$ cat src/lrrc_pkg.sv
// Types, codes, constants and the byte-wise CRC-32 function for the log
// replay checker. No dependencies.
package lrrc_pkg;

    localparam logic [31:0] CRC_POLY          = 32'hEDB8_8320;
    localparam logic [31:0] ALL_ONES          = 32'hFFFF_FFFF;
    localparam logic [31:0] KEY_LIMIT_RESET   = 32'h0400_0000;
    localparam logic [31:0] VALUE_LIMIT_RESET = 32'h1000_0000;

    localparam logic [7:0] MAGIC [4] = '{8'h4D, 8'h49, 8'h51, 8'h4B};

    // op byte of a put record
    localparam logic [7:0] OP_PUT = 8'h01;

    localparam int ADDR_W    = 3;
    localparam int IN_DATA_W = 8;
    localparam int OUT_DATA_W = 112;

    // result word layout
    localparam int OUT_DONE_BIT   = 8;
    localparam int OUT_PUT_BIT    = 9;
    localparam int OUT_KLEN_LSB   = 10;
    localparam int OUT_VLEN_LSB   = 42;
    localparam int OUT_COUNT_LSB  = 74;
    localparam int OUT_STATUS_LSB = 106;
    localparam int OUT_USED_W     = 109;

    // byte classes
    localparam logic [2:0] CLS_HEADER = 3'd0;
    localparam logic [2:0] CLS_OP     = 3'd1;
    localparam logic [2:0] CLS_KLEN   = 3'd2;
    localparam logic [2:0] CLS_VLEN   = 3'd3;
    localparam logic [2:0] CLS_KEY    = 3'd4;
    localparam logic [2:0] CLS_VALUE  = 3'd5;
    localparam logic [2:0] CLS_CRC    = 3'd6;

    // status codes
    localparam logic [2:0] ST_OK         = 3'd0;
    localparam logic [2:0] ST_BAD_HEADER = 3'd1;
    localparam logic [2:0] ST_TOO_LARGE  = 3'd2;
    localparam logic [2:0] ST_CRC_BAD    = 3'd3;
    localparam logic [2:0] ST_TRUNCATED  = 3'd4;

    // register index bit in paddr
    localparam logic REG_MAX_KEY = 1'b0;
    localparam logic REG_MAX_VAL = 1'b1;

    typedef struct packed {
        logic [31:0] max_key;
        logic [31:0] max_val;
    } t_cfg;

    typedef struct packed {
        logic [7:0]  echo_byte;
        logic [2:0]  byte_class;
        logic        record_done;
        logic        is_put;
        logic [31:0] key_length;
        logic [31:0] value_length;
        logic [31:0] record_count;
        logic [2:0]  status;
        logic        end_of_log;
    } t_result;

    function automatic logic [31:0] crc_byte(input logic [31:0] c_in, input logic [7:0] b);
        logic [31:0] c;
        c = c_in ^ {24'd0, b};
        for (int k = 0; k < 8; k++) begin
            c = (c >> 1) ^ (CRC_POLY & {32{c[0]}});
        end
        return c;
    endfunction

endpackage

$ cat src/lrrc_parser.sv
// Record parser: phase state, length assembly, CRC-32 and error tracking.
// Computes one result per stepped byte. Depends on lrrc_pkg.
module lrrc_parser (
    input  logic              i_clk,
    input  logic              i_rst_n,
    input  logic              i_step,
    input  logic [7:0]        i_byte,
    input  logic              i_end,
    input  lrrc_pkg::t_cfg    i_cfg,
    output lrrc_pkg::t_result o_res
);
    import lrrc_pkg::*;

    typedef enum logic [2:0] {
        PH_HEADER = 3'd0,
        PH_OP     = 3'd1,
        PH_KLEN   = 3'd2,
        PH_VLEN   = 3'd3,
        PH_KEY    = 3'd4,
        PH_VALUE  = 3'd5,
        PH_CRC    = 3'd6
    } t_phase;

    t_phase      r_phase, n_phase;
    logic [31:0] r_fc, n_fc;
    logic [7:0]  r_op, n_op;
    logic [31:0] r_klen, n_klen;
    logic [31:0] r_vlen, n_vlen;
    logic [31:0] r_crc, n_crc;
    logic [31:0] r_stored, n_stored;
    logic [31:0] r_count, n_count;
    logic [2:0]  r_err, n_err;

    logic [31:0] fc_inc;
    logic [31:0] b_shift;
    logic [31:0] crc_upd;
    logic [2:0]  cls;
    logic [2:0]  err;
    logic        done;
    logic        clean;
    logic        eol;

    assign fc_inc  = r_fc + 32'd1;
    assign b_shift = {24'd0, i_byte} << {r_fc[1:0], 3'b000};
    assign crc_upd = crc_byte(r_crc, i_byte);

    always_comb begin
        n_phase  = r_phase;
        n_fc     = r_fc;
        n_op     = r_op;
        n_klen   = r_klen;
        n_vlen   = r_vlen;
        n_crc    = r_crc;
        n_stored = r_stored;
        n_count  = r_count;
        n_err    = r_err;
        cls      = CLS_HEADER;
        err      = ST_OK;
        done     = 1'b0;
        clean    = 1'b0;
        eol      = 1'b0;
        if (r_err == ST_OK) begin
            cls = r_phase;
            case (r_phase)
                PH_HEADER: begin
                    if (r_fc < 32'd4 && i_byte != MAGIC[r_fc[1:0]]) begin
                        err = ST_BAD_HEADER;
                    end
                    n_fc = fc_inc;
                    if (fc_inc >= 32'd8) begin
                        n_phase = PH_OP;
                        n_fc    = '0;
                        clean   = 1'b1;
                    end
                end
                PH_KLEN: begin
                    n_crc  = crc_upd;
                    n_klen = r_klen | b_shift;
                    n_fc   = fc_inc;
                    if (fc_inc >= 32'd4) begin
                        n_phase = PH_VLEN;
                        n_fc    = '0;
                    end
                end
                PH_VLEN: begin
                    n_crc  = crc_upd;
                    n_vlen = r_vlen | b_shift;
                    n_fc   = fc_inc;
                    if (fc_inc >= 32'd4) begin
                        n_fc = '0;
                        if (r_klen > i_cfg.max_key || n_vlen > i_cfg.max_val) begin
                            err = ST_TOO_LARGE;
                        end else if (r_klen != '0) begin
                            n_phase = PH_KEY;
                        end else if (n_vlen != '0) begin
                            n_phase = PH_VALUE;
                        end else begin
                            n_phase = PH_CRC;
                        end
                    end
                end
                PH_KEY: begin
                    n_crc = crc_upd;
                    n_fc  = fc_inc;
                    if (fc_inc >= r_klen) begin
                        n_fc    = '0;
                        n_phase = (r_vlen != '0) ? PH_VALUE : PH_CRC;
                    end
                end
                PH_VALUE: begin
                    n_crc = crc_upd;
                    n_fc  = fc_inc;
                    if (fc_inc >= r_vlen) begin
                        n_fc    = '0;
                        n_phase = PH_CRC;
                    end
                end
                PH_CRC: begin
                    n_stored = r_stored | b_shift;
                    n_fc     = fc_inc;
                    if (fc_inc >= 32'd4) begin
                        n_fc = '0;
                        if ((r_crc ^ ALL_ONES) == n_stored) begin
                            done    = 1'b1;
                            clean   = 1'b1;
                            n_phase = PH_OP;
                            if (r_count != ALL_ONES) begin
                                n_count = r_count + 32'd1;
                            end
                        end else begin
                            err = ST_CRC_BAD;
                        end
                    end
                end
                default: begin
                    // op byte, also taken for the unused phase code
                    cls      = CLS_OP;
                    n_op     = i_byte;
                    n_crc    = crc_byte(ALL_ONES, i_byte);
                    n_klen   = '0;
                    n_vlen   = '0;
                    n_stored = '0;
                    n_fc     = '0;
                    n_phase  = PH_KLEN;
                end
            endcase
            if (err != ST_OK) begin
                n_err = err;
                done  = 1'b0;
            end else if (i_end) begin
                if (clean) begin
                    eol = 1'b1;
                end else begin
                    n_err = ST_TRUNCATED;
                end
            end
        end
    end

    assign o_res = '{
        echo_byte:    i_byte,
        byte_class:   cls,
        record_done:  done,
        is_put:       (n_op == OP_PUT),
        key_length:   n_klen,
        value_length: n_vlen,
        record_count: n_count,
        status:       n_err,
        end_of_log:   eol
    };

    always_ff @(posedge i_clk) begin
        if (!i_rst_n) begin
            r_phase  <= PH_HEADER;
            r_fc     <= '0;
            r_op     <= '0;
            r_klen   <= '0;
            r_vlen   <= '0;
            r_crc    <= ALL_ONES;
            r_stored <= '0;
            r_count  <= '0;
            r_err    <= ST_OK;
        end else if (i_step) begin
            r_phase  <= n_phase;
            r_fc     <= n_fc;
            r_op     <= n_op;
            r_klen   <= n_klen;
            r_vlen   <= n_vlen;
            r_crc    <= n_crc;
            r_stored <= n_stored;
            r_count  <= n_count;
            r_err    <= n_err;
        end
    end

endmodule

$ cat config.mk
export PLATFORM = sky130hd
export DESIGN_NAME = lrrc_parser
export DESIGN_NICKNAME = d
export VERILOG_FILES = /design/src/lrrc_pkg.sv /design/src/lrrc_parser.sv
export SDC_FILE = /design/constraint.sdc
export NUM_CORES = 1
export LEC_CHECK = 0
export BUFFER_PORTS_ARGS = -buffer_cell sky130_fd_sc_hd__clkbuf_2
export CAP_MARGIN = 20
export CELL_PAD_IN_SITES_DETAIL_PLACEMENT = 1
export CELL_PAD_IN_SITES_GLOBAL_PLACEMENT = 1
export CORE_MARGIN = 1
export CORE_UTILIZATION = 48
export DETAILED_ROUTE_END_ITERATION = 12
export PLACE_DENSITY_LB_ADDON = 0.1
export SYNTH_ARGS = -nofsm -noshare
export SYNTH_HDL_FRONTEND = slang
export SYNTH_SLANG_ARGS = --single-unit
$ cat constraint.sdc
create_clock -name i_clk -period 8.6 [get_ports i_clk]
set_input_delay 1.29 -clock i_clk [delete_from_list [all_inputs] [get_ports i_clk]]
set_output_delay 1.29 -clock i_clk [all_outputs]
set_load 0.1 [all_outputs]
==> results of run 1 <==
==> synthesized netlist by cell type, types with 5 or more instances <==
cell / instances / area share (%)
sky130_fd_sc_hd__o311ai_0: 9 / 0.48
sky130_fd_sc_hd__o21a_1: 6 / 0.27
sky130_fd_sc_hd__a2111oi_0: 5 / 0.27
sky130_fd_sc_hd__buf_2: 25 / 0.76
sky130_fd_sc_hd__o21ai_0: 73 / 2.2
sky130_fd_sc_hd__nand4_1: 54 / 2.1
sky130_fd_sc_hd__nand2b_1: 18 / 0.68
sky130_fd_sc_hd__and3_1: 21 / 0.80
sky130_fd_sc_hd__dfxtp_1: 206 / 25
sky130_fd_sc_hd__nand2_1: 200 / 4.6
sky130_fd_sc_hd__and2_1: 10 / 0.38
sky130_fd_sc_hd__nor3b_1: 9 / 0.41
sky130_fd_sc_hd__xnor2_1: 118 / 6.3
sky130_fd_sc_hd__inv_1: 143 / 3.3
sky130_fd_sc_hd__o22ai_1: 16 / 0.61
sky130_fd_sc_hd__nand3_1: 90 / 2.7
sky130_fd_sc_hd__and4_1: 13 / 0.69
sky130_fd_sc_hd__a21oi_1: 168 / 5.1
sky130_fd_sc_hd__or2_2: 23 / 0.87
sky130_fd_sc_hd__o211ai_1: 34 / 1.6
sky130_fd_sc_hd__xor2_1: 85 / 4.5
sky130_fd_sc_hd__mux2i_1: 79 / 4.8
sky130_fd_sc_hd__nand3b_1: 6 / 0.27
sky130_fd_sc_hd__o31ai_1: 7 / 0.32
sky130_fd_sc_hd__a221oi_1: 5 / 0.27
sky130_fd_sc_hd__a22oi_1: 22 / 1.0
sky130_fd_sc_hd__nor3_1: 51 / 1.6
sky130_fd_sc_hd__buf_1: 12 / 0.27
sky130_fd_sc_hd__nor2b_1: 11 / 0.42
sky130_fd_sc_hd__nor4_1: 31 / 1.2
sky130_fd_sc_hd__a31oi_1: 34 / 1.3
sky130_fd_sc_hd__or4_1: 11 / 0.50
sky130_fd_sc_hd__a21o_1: 12 / 0.55
sky130_fd_sc_hd__or3_1: 30 / 1.1
sky130_fd_sc_hd__a211oi_1: 12 / 0.55
sky130_fd_sc_hd__buf_4: 16 / 0.73
sky130_fd_sc_hd__ha_1: 132 / 10
sky130_fd_sc_hd__a22o_1: 5 / 0.27
sky130_fd_sc_hd__clkbuf_1: 103 / 2.3
sky130_fd_sc_hd__a311oi_1: 6 / 0.32
sky130_fd_sc_hd__nor2_1: 232 / 5.3
==> worst min-delay path, delay by kind of cell (launching register included) <==
family,cells,cell delay [ns]
AOI/OAI and AO/OA,1,0.04
DFF,1,0.33
and+or+nand+nor,1,0.07
==> logic make-up (layout without fill, tap and decap cells) <==
| logic type | Yosys count | after routing | share of synthesized area [%] |
|---|---|---|---|
| AO/OA/AOI/OAI | 447 | 447 | 17.0 |
| XOR/XNOR | 203 | 203 | 10.8 |
| adder cells (fa/ha/maj) | 132 | 132 | 10.0 |
| flip-flops | 206 | 206 | 25.1 |
| multiplexers | 81 | 81 | 4.94 |
| buffers and inverters | 301 | 423 | 7.47 |
| AND/OR/NAND/NOR | 827 | 827 | 24.7 |
==> routing by layer <==
metal | vias to the layer above | track usage (%)
met4 | 0 | 17.8
met5 | - | 0
li1 | 7928 | -
met2 | 712 | 61.2
met3 | 164 | 4.26
met1 | 8542 | 48.9
==> per-stage QoR <==
| stage | std cells | area (um^2) | util (%) | hold WS, ns |
|---|---|---|---|---|
| 2_1_floorplan | 2197 | 16500 | - | 0.437 |
| 3_3_place_gp | 2715 | 17600 | 52.4 | 0.448 |
| 3_5_place_dp | 2715 | 17600 | 52.4 | 0.463 |
| 4_1_cts | 2765 | 18600 | 55.2 | 0.477 |
| 5_1_grt | 2767 | 18600 | 55.3 | 0.491 |
| 6_report | 2767 | 18600 | 55.3 | 0.478 |
==> where the power goes <==
group | switching [mW] | internal (mW) | total [mW]
registers | 0.00230 | 0.955 | 0.958
clock network | 0.476 | 0.750 | 1.23
logic | 0.226 | 0.121 | 0.346
==> path summary, 6_finish.rpt <==
path                              from                         to  slack, ns
max               r_fc[1]$_SDFFE_PN0P_                   o_res[0]       1.59
min reg2reg  r_stored[30]$_SDFFE_PN0P_  r_stored[30]$_SDFFE_PN0P_       0.48
max reg2reg       r_fc[0]$_SDFFE_PN0P_      r_fc[17]$_SDFFE_PN0P_       3.17
min          r_stored[30]$_SDFFE_PN0P_  r_stored[30]$_SDFFE_PN0P_       0.48
==> cell type report <==
| class | count | area share, % |
|---|---|---|
| multi-input cells | 1690 | 59.9 |
| flip-flops and latches | 206 | 22.2 |
| repair buffers | 230 | 6.91 |
| clock buffers | 38 | 4.41 |
| well taps | 448 | 3.01 |
| inverters | 143 | 2.90 |
| clock inverters | 12 | 0.740 |
==> registers in the layout, summed over array words and instances, names as in the netlist <==
signal    flops
r_phase       3
r_crc        32
r_vlen       32
r_stored     32
r_fc         32
r_klen       32
r_err         3
r_count      32
r_op          8
==> tab_implementation.tex, run 1 <==
\begin{tabular}{lr}
\hline
Metric & Value \\
\hline
\multicolumn{2}{l}{\textbf{Floorplanning}} \\
Die boundary height & 187 um \\
Die area & 0.0350 mm\^{}2 \\
Placeable core region & 0.0336 mm\^{}2 \\
Count of boundary I/O pins & 189 \\
Number of cell rows & 67 \\
Die Wd & 187 um \\
Initial core utilization & 49.0\% \\
\multicolumn{2}{l}{\textbf{Hold path}} \\
Hold depth & 2 \\
Worst hold-check path type & register to register \\
\multicolumn{2}{l}{\textbf{Outcome}} \\
Outcome & finished, final reports clean \\
\multicolumn{2}{l}{\textbf{Routing}} \\
DRT iter0 DRCs & 1371 \\
Antenna-violating nets left & 0 \\
Routed metal-1 wirelength & 28900 um \\
Wire length per cell after detailed routing & 24.2 um \\
Detailed Routing Iterations Pass 1 & 6 \\
Via count & 17300 \\
Per-cell via count in the routed design & 6.27 \\
WL met3 & 4270 um \\
Met2 routed wirelength & 30600 um \\
Highest metal layer with signal wires & met4 \\
Remaining DRCs & 0 \\
Final routed wirelength across all metal layers & 66900 um \\
\multicolumn{2}{l}{\textbf{Critical path}} \\
Startpoint types & register \\
Worst endpoint data arrival time & 5.72 ns \\
Worst Setup End Kind & primary output \\
Worst Path Buf+Inv & 3 \\
Peak fanout along the critical path & 32 \\
CP top delay family & compound AO/OA/AOI/OAI gates \\
Cell with the biggest individual delay on the critical path & sky130\_fd\_sc\_hd\_\_nor2b\_1 \\
Levels on crit path & 16 \\
Critical Path Most Common Cell & sky130\_fd\_sc\_hd\_\_nand2\_1 \\
Length in cells of the worst reg-to-reg path & 14 \\
Slowest cell delay on critical path & 0.89 ns \\
Start-to-end type of the worst setup path & register to primary output \\
Endpoint required time on the critical path & 7.31 ns \\
Cells along the critical path & buf\_4 -> nor2b\_1 -> buf\_4 -> nand2\_1 -> nand2\_1 -> ha\_1 -> nand2\_1 -> or3\_1 -> a21oi\_1 -> a2111oi\_0 -> a211o\_1 -> o211ai\_1 -> a21boi\_1 -> o211ai\_1 -> a211oi\_1 -> clkbuf\_2 \\
\multicolumn{2}{l}{\textbf{Synthesis}} \\
Synth Cell Area & 0.0165 mm\^{}2 \\
Number of enable flip-flop cells after synthesis & 0 \\
Most frequently used flop master after synthesis & sky130\_fd\_sc\_hd\_\_dfxtp\_1 \\
Number of warning messages in the yosys log & 0 \\
Register bit total from synthesis & 206 \\
Sequential area share after synthesis & 25.1\% \\
Synthesized net count & 2405 \\
Async S/R FF share, synth & 0\% \\
Cell count after synthesis & 2197 \\
Mean cell area of the mapped netlist & 7.49 um\^{}2 \\
Post-synth cell types & 77 \\
\multicolumn{2}{l}{\textbf{Placement}} \\
Worst setup slack after placement & 1.92 ns \\
IO buf count & 188 \\
GP Congestion & 0.983 \\
HPWL Detailed & 49900 um \\
\multicolumn{2}{l}{\textbf{Timing}} \\
Final hold violations & 0 \\
Setup repair after global routing missed its margin & false \\
Achievable clock frequency & 0.143 GHz \\
Fin Setup TNS & 0 ns \\
Final min period & 7.01 ns \\
Portion of the clock cycle consumed by the worst path in the final layout & 81.5\% \\
Slew at the pin closest to its max-slew limit & 1.10 ns \\
Setup Skew & 0.0253 ns \\
Number of endpoints failing setup at the final stage & 0 \\
Final count of pins violating max slew & 0 \\
Remaining max-slew budget at the tightest pin & 26.8\% \\
Setup ws final & 1.59 ns \\
\multicolumn{2}{l}{\textbf{CTS}} \\
Clock Sink Count & 206 \\
Clock tree from TritonCTS & built \\
Source-to-sink clock delay at the later pin of the worst-skew pair & 0.57 ns \\
CTS root buffer & sky130\_fd\_sc\_hd\_\_clkbuf\_16 \\
TritonCTS Buffers & 28 \\
Cts hold-fix bufs & 0 \\
Worst-case clock buffer depth & 3 \\
Post-CTS sizing & 0 \\
Max H-tree Level & 1 \\
Setup Fix Bufs, Post-CTS & 0 \\
CTS clk-pin slew, worst paths & 0.07 ns \\
\multicolumn{2}{l}{\textbf{Global route}} \\
Global-route wire length before repair & 103000 um \\
Number of global-route vias before repair & 17500 \\
Initial antenna violation count & 0 \\
GRT Residual Overflow & 0 \\
Total global routing track utilization & 37.4\% \\
Pin count of the biggest net entering global routing & 76 \\
\multicolumn{2}{l}{\textbf{Layout}} \\
Commonest non-fill, non-tap cell in the layout & sky130\_fd\_sc\_hd\_\_nor2\_1 \\
Commonest non-fill, non-tap cells in the layout & 232 x sky130\_fd\_sc\_hd\_\_nor2\_1, 206 x sky130\_fd\_sc\_hd\_\_dfxtp\_1, 200 x sky130\_fd\_sc\_hd\_\_nand2\_1 \\
Final net count & 2507 \\
Number of antenna diodes & 0 \\
P\&R area growth vs syn & 13.0\% \\
Footprint of the multi-input gates & 0.0111 mm\^{}2 \\
Filler instances & 4288 \\
Ratio of cells with drive above 1 in the final layout & 13.8\% \\
Sequential cell area & 0.00412 mm\^{}2 \\
\multicolumn{2}{l}{\textbf{Power and ir drop}} \\
Power per cell area & 136 mW/mm\^{}2 \\
Peak supply drop & 0.000145 V \\
Tot Pwr & 2.53 mW \\
Leakage Power & 8.35 nW \\
\multicolumn{2}{l}{\textbf{Flow run}} \\
Max\_cap viols & 0 \\
\hline
\end{tabular}
(Power assumes the default switching activity.)
==> run 2: changes to the inputs <==
--- a/config.mk
+++ b/config.mk
@@ -5,12 +5,13 @@
 export SDC_FILE = /design/constraint.sdc
 export NUM_CORES = 1
 export LEC_CHECK = 0
+export ABC_AREA = 1
 export BUFFER_PORTS_ARGS = -buffer_cell sky130_fd_sc_hd__clkbuf_2
 export CAP_MARGIN = 20
 export CELL_PAD_IN_SITES_DETAIL_PLACEMENT = 1
 export CELL_PAD_IN_SITES_GLOBAL_PLACEMENT = 1
 export CORE_MARGIN = 1
-export CORE_UTILIZATION = 48
+export CORE_UTILIZATION = 43
 export DETAILED_ROUTE_END_ITERATION = 12
 export PLACE_DENSITY_LB_ADDON = 0.1
 export SYNTH_ARGS = -nofsm -noshare
==> constraint.sdc (replaced) <==
create_clock -name i_clk -period 7.3 [get_ports i_clk]
set_input_delay 1.095 -clock i_clk [delete_from_list [all_inputs] [get_ports i_clk]]
set_output_delay 1.095 -clock i_clk [all_outputs]
set_load 0.1 [all_outputs]
==> tab_implementation.tex, run 2 <==
\begin{tabular}{lr}
\hline
Metric & Value \\
\hline
\multicolumn{2}{l}{\textbf{Layout}} \\
Post-layout utilization of the core & 49.0\% (was 55.3\%) \\
Footprint of the multi-input gates & 0.0114 mm\^{}2 (was 0.0111 mm\^{}2) \\
Number of standard cells in the final layout excluding fillers & 3528 (was 2767) \\
P\&R area growth vs syn & 12.3\% (was 13.0\%) \\
Final net count & 3183 (was 2507) \\
Commonest non-fill, non-tap cell in the layout & sky130\_fd\_sc\_hd\_\_nand2\_1 (was sky130\_fd\_sc\_hd\_\_nor2\_1) \\
Number of antenna diodes & 0 (unchanged) \\
Filler instances & 5668 (was 4288) \\
Ratio of cells with drive above 1 in the final layout & 12.0\% (was 13.8\%) \\
Commonest non-fill, non-tap cells in the layout & 663 x sky130\_fd\_sc\_hd\_\_nand2\_1, 439 x sky130\_fd\_sc\_hd\_\_inv\_1, 314 x sky130\_fd\_sc\_hd\_\_a21oi\_1 (was 232 x sky130\_fd\_sc\_hd\_\_nor2\_1, 206 x sky130\_fd\_sc\_hd\_\_dfxtp\_1, 200 x sky130\_fd\_sc\_hd\_\_nand2\_1) \\
Sequential cell area & 0.00412 mm\^{}2 (unchanged) \\
\multicolumn{2}{l}{\textbf{Placement}} \\
GP Congestion & 1.01 (was 0.983) \\
IO buf count & 188 (unchanged) \\
Placed Cells & 3478 (was 2715) \\
HPWL Detailed & 64800 um (was 49900 um) \\
\multicolumn{2}{l}{\textbf{Power and ir drop}} \\
Clock power share & 38.6\% (was 48.4\%) \\
Peak supply drop & 0.000190 V (was 0.000145 V) \\
Switching power & 1.40 mW (was 0.703 mW) \\
Sequential power share & 33.3\% (was 37.9\%) \\
Switching Share & 38.6\% (was 27.8\%) \\
Internal power summed over all cells & 2.24 mW (was 1.83 mW) \\
Leakage Power & 10.3 nW (was 8.35 nW) \\
Combinational cell fraction of total power & 28.1\% (was 13.7\%) \\
Power per cell area & 182 mW/mm\^{}2 (was 136 mW/mm\^{}2) \\
\multicolumn{2}{l}{\textbf{Critical path}} \\
R2r startpoint & r\_fc[0]\$\_SDFFE\_PN0P\_ (unchanged) \\
Flop-to-flop setup slack & 2.20 ns (was 3.17 ns) \\
Worst endpoint data arrival time & 4.88 ns (was 5.72 ns) \\
Worst Path Buf+Inv & 4 (was 3) \\
Length in cells of the worst reg-to-reg path & 21 (was 14) \\
Critical Path Most Common Cell & sky130\_fd\_sc\_hd\_\_nand2\_1 (unchanged) \\
Peak fanout along the critical path & 35 (was 32) \\
Endpoint required time on the critical path & 6.20 ns (was 7.31 ns) \\
Capturing point of the worst reg2reg path & r\_fc[17]\$\_SDFFE\_PN0P\_ (unchanged) \\
Startpoint types & register (unchanged) \\
Worst Setup End Kind & primary output (unchanged) \\
Levels on crit path & 21 (was 16) \\
Slowest cell delay on critical path & 0.66 ns (was 0.89 ns) \\
CP top delay family & simple AND/OR/NAND/NOR gates (was compound AO/OA/AOI/OAI gates) \\
Cells along the critical path & inv\_2 -> nor2\_2 -> nand2\_1 -> inv\_1 -> nor2\_1 -> inv\_1 -> ha\_1 -> a21oi\_1 -> o21ai\_0 -> a21oi\_1 -> nand2\_1 -> nand2\_1 -> nand2\_1 -> nand2\_1 -> nand2\_1 -> nand2\_1 -> nand2\_1 -> a21oi\_1 -> nand2\_1 -> nor2\_1 -> clkbuf\_2 (was buf\_4 -> nor2b\_1 -> buf\_4 -> nand2\_1 -> nand2\_1 -> ha\_1 -> nand2\_1 -> or3\_1 -> a21oi\_1 -> a2111oi\_0 -> a211o\_1 -> o211ai\_1 -> a21boi\_1 -> o211ai\_1 -> a211oi\_1 -> clkbuf\_2) \\
Start-to-end type of the worst setup path & register to primary output (unchanged) \\
Cell with the biggest individual delay on the critical path & sky130\_fd\_sc\_hd\_\_dfxtp\_1 (was sky130\_fd\_sc\_hd\_\_nor2b\_1) \\
\multicolumn{2}{l}{\textbf{CTS}} \\
Cts hold-fix bufs & 0 (unchanged) \\
Post-CTS sizing & 0 (unchanged) \\
Clock Sink Count & 206 (unchanged) \\
Setup Fix Bufs, Post-CTS & 0 (unchanged) \\
Worst-case clock buffer depth & 3 (unchanged) \\
CTS clk-pin slew, worst paths & 0.06 ns (was 0.07 ns) \\
Clock tree from TritonCTS & built (unchanged) \\
TritonCTS Buffers & 27 (was 28) \\
Source-to-sink clock delay at the later pin of the worst-skew pair & 0.59 ns (was 0.57 ns) \\
CTS root buffer & sky130\_fd\_sc\_hd\_\_clkbuf\_16 (unchanged) \\
Max H-tree Level & 1 (unchanged) \\
\multicolumn{2}{l}{\textbf{Timing}} \\
Portion of the clock cycle consumed by the worst path in the final layout & 81.8\% \\
Final min period & 5.97 ns \\
Final count of pins violating max slew & 0 (unchanged) \\
Final hold violations & 0 (unchanged) \\
Achievable clock frequency & 0.167 GHz \\
Remaining max-slew budget at the tightest pin & 30.4\% (was 26.8\%) \\
Setup Skew & 0.0267 ns (was 0.0253 ns) \\
Slew at the pin closest to its max-slew limit & 1.04 ns (was 1.10 ns) \\
Setup repair after global routing missed its margin & false (unchanged) \\
Fin Setup TNS & 0 ns (unchanged) \\
Number of endpoints failing setup at the final stage & 0 (unchanged) \\
\multicolumn{2}{l}{\textbf{Routing}} \\
Final routed wirelength across all metal layers & 82300 um (was 66900 um) \\
Via count & 20600 (was 17300) \\
Detailed Routing Iterations Pass 1 & 7 (was 6) \\
DRT iter0 DRCs & 1607 (was 1371) \\
Per-cell via count in the routed design & 5.84 (was 6.27) \\
Remaining DRCs & 0 (unchanged) \\
Wire length per cell after detailed routing & 23.3 um (was 24.2 um) \\
Antenna-violating nets left & 0 (unchanged) \\
\multicolumn{2}{l}{\textbf{Synthesis}} \\
Yosys top cell by area & sky130\_fd\_sc\_hd\_\_dfxtp\_1 (unchanged) \\
Synthesized net count & 3061 (was 2405) \\
Number of warning messages in the yosys log & 0 (unchanged) \\
Number of enable flip-flop cells after synthesis & 0 (unchanged) \\
Mean cell area of the mapped netlist & 6.25 um\^{}2 (was 7.49 um\^{}2) \\
Post-synth cell types & 46 (was 77) \\
Async S/R FF share, synth & 0\% (unchanged) \\
Synth Cell Area & 0.0178 mm\^{}2 (was 0.0165 mm\^{}2) \\
Fraction of post-synthesis cell area in the top cell type by area & 23.1\% (was 25.1\%) \\
Top post-synthesis cells by area & sky130\_fd\_sc\_hd\_\_dfxtp\_1 23\%, sky130\_fd\_sc\_hd\_\_nand2\_1 14\%, sky130\_fd\_sc\_hd\_\_ha\_1 9.3\% (was sky130\_fd\_sc\_hd\_\_dfxtp\_1 25\%, sky130\_fd\_sc\_hd\_\_ha\_1 10\%, sky130\_fd\_sc\_hd\_\_xnor2\_1 6.3\%) \\
Count leader, synth & sky130\_fd\_sc\_hd\_\_nand2\_1 (was sky130\_fd\_sc\_hd\_\_nor2\_1) \\
Most frequently used flop master after synthesis & sky130\_fd\_sc\_hd\_\_dfxtp\_1 (unchanged) \\
Commonest cells in the netlist & 663 x sky130\_fd\_sc\_hd\_\_nand2\_1, 440 x sky130\_fd\_sc\_hd\_\_inv\_1, 314 x sky130\_fd\_sc\_hd\_\_a21oi\_1 (was 232 x sky130\_fd\_sc\_hd\_\_nor2\_1, 206 x sky130\_fd\_sc\_hd\_\_dfxtp\_1, 200 x sky130\_fd\_sc\_hd\_\_nand2\_1) \\
Sequential area share after synthesis & 23.1\% (was 25.1\%) \\
Register bit total from synthesis & 206 (unchanged) \\
Cell count after synthesis & 2853 (was 2197) \\
\multicolumn{2}{l}{\textbf{Global route}} \\
GRT Residual Overflow & 0 (unchanged) \\
Initial antenna violation count & 0 (unchanged) \\
Global-route wire length before repair & 122000 um (was 103000 um) \\
Pin count of the biggest net entering global routing & 107 (was 76) \\
Total global routing track utilization & 38.4\% (was 37.4\%) \\
Number of global-route vias before repair & 20200 (was 17500) \\
\multicolumn{2}{l}{\textbf{Hold path}} \\
Worst Hold Endpoint & r\_stored[0]\$\_SDFFE\_PN0P\_ (was r\_stored[30]\$\_SDFFE\_PN0P\_) \\
Worst hold-check path type & register to register (unchanged) \\
Worst min-delay path startpoint & r\_stored[0]\$\_SDFFE\_PN0P\_ (was r\_stored[30]\$\_SDFFE\_PN0P\_) \\
Hold depth & 2 (unchanged) \\
\multicolumn{2}{l}{\textbf{Floorplanning}} \\
Initial core utilization & 43.7\% (was 49.0\%) \\
Count of boundary I/O pins & 189 (unchanged) \\
Placeable core region & 0.0408 mm\^{}2 (was 0.0336 mm\^{}2) \\
Die area & 0.0423 mm\^{}2 (was 0.0350 mm\^{}2) \\
Number of cell rows & 74 (was 67) \\
Die Wd & 206 um (was 187 um) \\
Die boundary height & 206 um (was 187 um) \\
\multicolumn{2}{l}{\textbf{Flow run}} \\
Max\_cap viols & 0 (unchanged) \\
\multicolumn{2}{l}{\textbf{Outcome}} \\
Outcome & finished, final reports clean (unchanged) \\
\hline
\end{tabular}
## run 2: cells by family (layout without fill, tap and decap cells)
| group | count (synthesis) | count (layout) | synth area share (%) |
|---|---|---|---|
| buf+inv | 579 | 722 | 12.9 |
| flops | 206 | 206 | 23.1 |
| simple gates | 1246 | 1246 | 31.0 |
| fa+ha+maj | 132 | 132 | 9.27 |
| xor+xnor | 109 | 109 | 5.74 |
| compound gates | 581 | 581 | 18.1 |
## run 2: worst max-delay path by stage
stage | start | to | slack (ns)
floorplan | r_phase[0]$_SDFFE_PN0P_ | o_res[100] | 0.91
global placement | i_byte[6] | o_res[3] | 1.85
detailed placement | i_byte[1] | o_res[101] | 1.85
CTS | r_fc[0]$_SDFFE_PN0P_ | o_res[101] | 1.49
global route | r_fc[0]$_SDFFE_PN0P_ | o_res[0] | 1.16
finish | r_fc[0]$_SDFFE_PN0P_ | o_res[101] | 1.33
## run 2: area by class of cell
type,count,share of cell area (%)
Clock buffer,40,4.17
Clock inverter,10,0.431
Inverter,458,8.62
Multi-Input combinational cell,2068,57.1
Sequential cell,206,20.6
Tap cell,532,3.33
Timing Repair Buffer,214,5.74
## run 2: power by group through the flow
stage,combinational [mW],clock [mW],sequential [mW]
after floorplan,0.743,0,1.22
after global placement,0.973,0,1.23
after detailed placement,1.00,0,1.23
after CTS,1.01,1.41,1.21
after global routing,1.10,1.45,1.22
final,1.02,1.41,1.21
## run 2: worst reg2reg max path, cell delays in order, from the launching register on
cell and delay (ns):
sky130_fd_sc_hd__dfxtp_1 0.66, sky130_fd_sc_hd__ha_1 0.34, sky130_fd_sc_hd__nand2_2 0.10, sky130_fd_sc_hd__nor2_4 0.23
sky130_fd_sc_hd__nand2_2 0.11, sky130_fd_sc_hd__nor2_2 0.31, sky130_fd_sc_hd__nand3_1 0.13, sky130_fd_sc_hd__nand2_1 0.16
sky130_fd_sc_hd__inv_1 0.15, sky130_fd_sc_hd__ha_1 0.31, sky130_fd_sc_hd__nand2_1 0.06, sky130_fd_sc_hd__nor2_1 0.16
sky130_fd_sc_hd__nand4_1 0.19, sky130_fd_sc_hd__nor4_1 0.40, sky130_fd_sc_hd__nand4_1 0.15, sky130_fd_sc_hd__nand3_1 0.12
sky130_fd_sc_hd__buf_4 0.22, sky130_fd_sc_hd__nor2_1 0.11, sky130_fd_sc_hd__nor2_4 0.33, sky130_fd_sc_hd__nand2_2 0.44
sky130_fd_sc_hd__nand2_1 0.21, sky130_fd_sc_hd__a21oi_1 0.08
## run 2: per-stage QoR
stage          power [mW]  hold slack [ns]  area, um^2  setup WS (ns)
2_1_floorplan        1.96            0.437       17800          0.910
3_3_place_gp         2.21            0.450       19100           1.85
3_5_place_dp         2.23            0.466       19100           1.85
4_1_cts              3.63            0.477       20000           1.49
5_1_grt              3.76            0.514       20000           1.16
6_report             3.64            0.476       20000           1.33
## run 2: per-layer routing
metal	vias up	share of wire [%]	track usage (%)
met5	-	0.094	1.43
met4	2	3.9	14.4
met3	163	7.0	5.78
met2	768	44	60.7
met1	10100	45	52.2
li1	9568	-	-
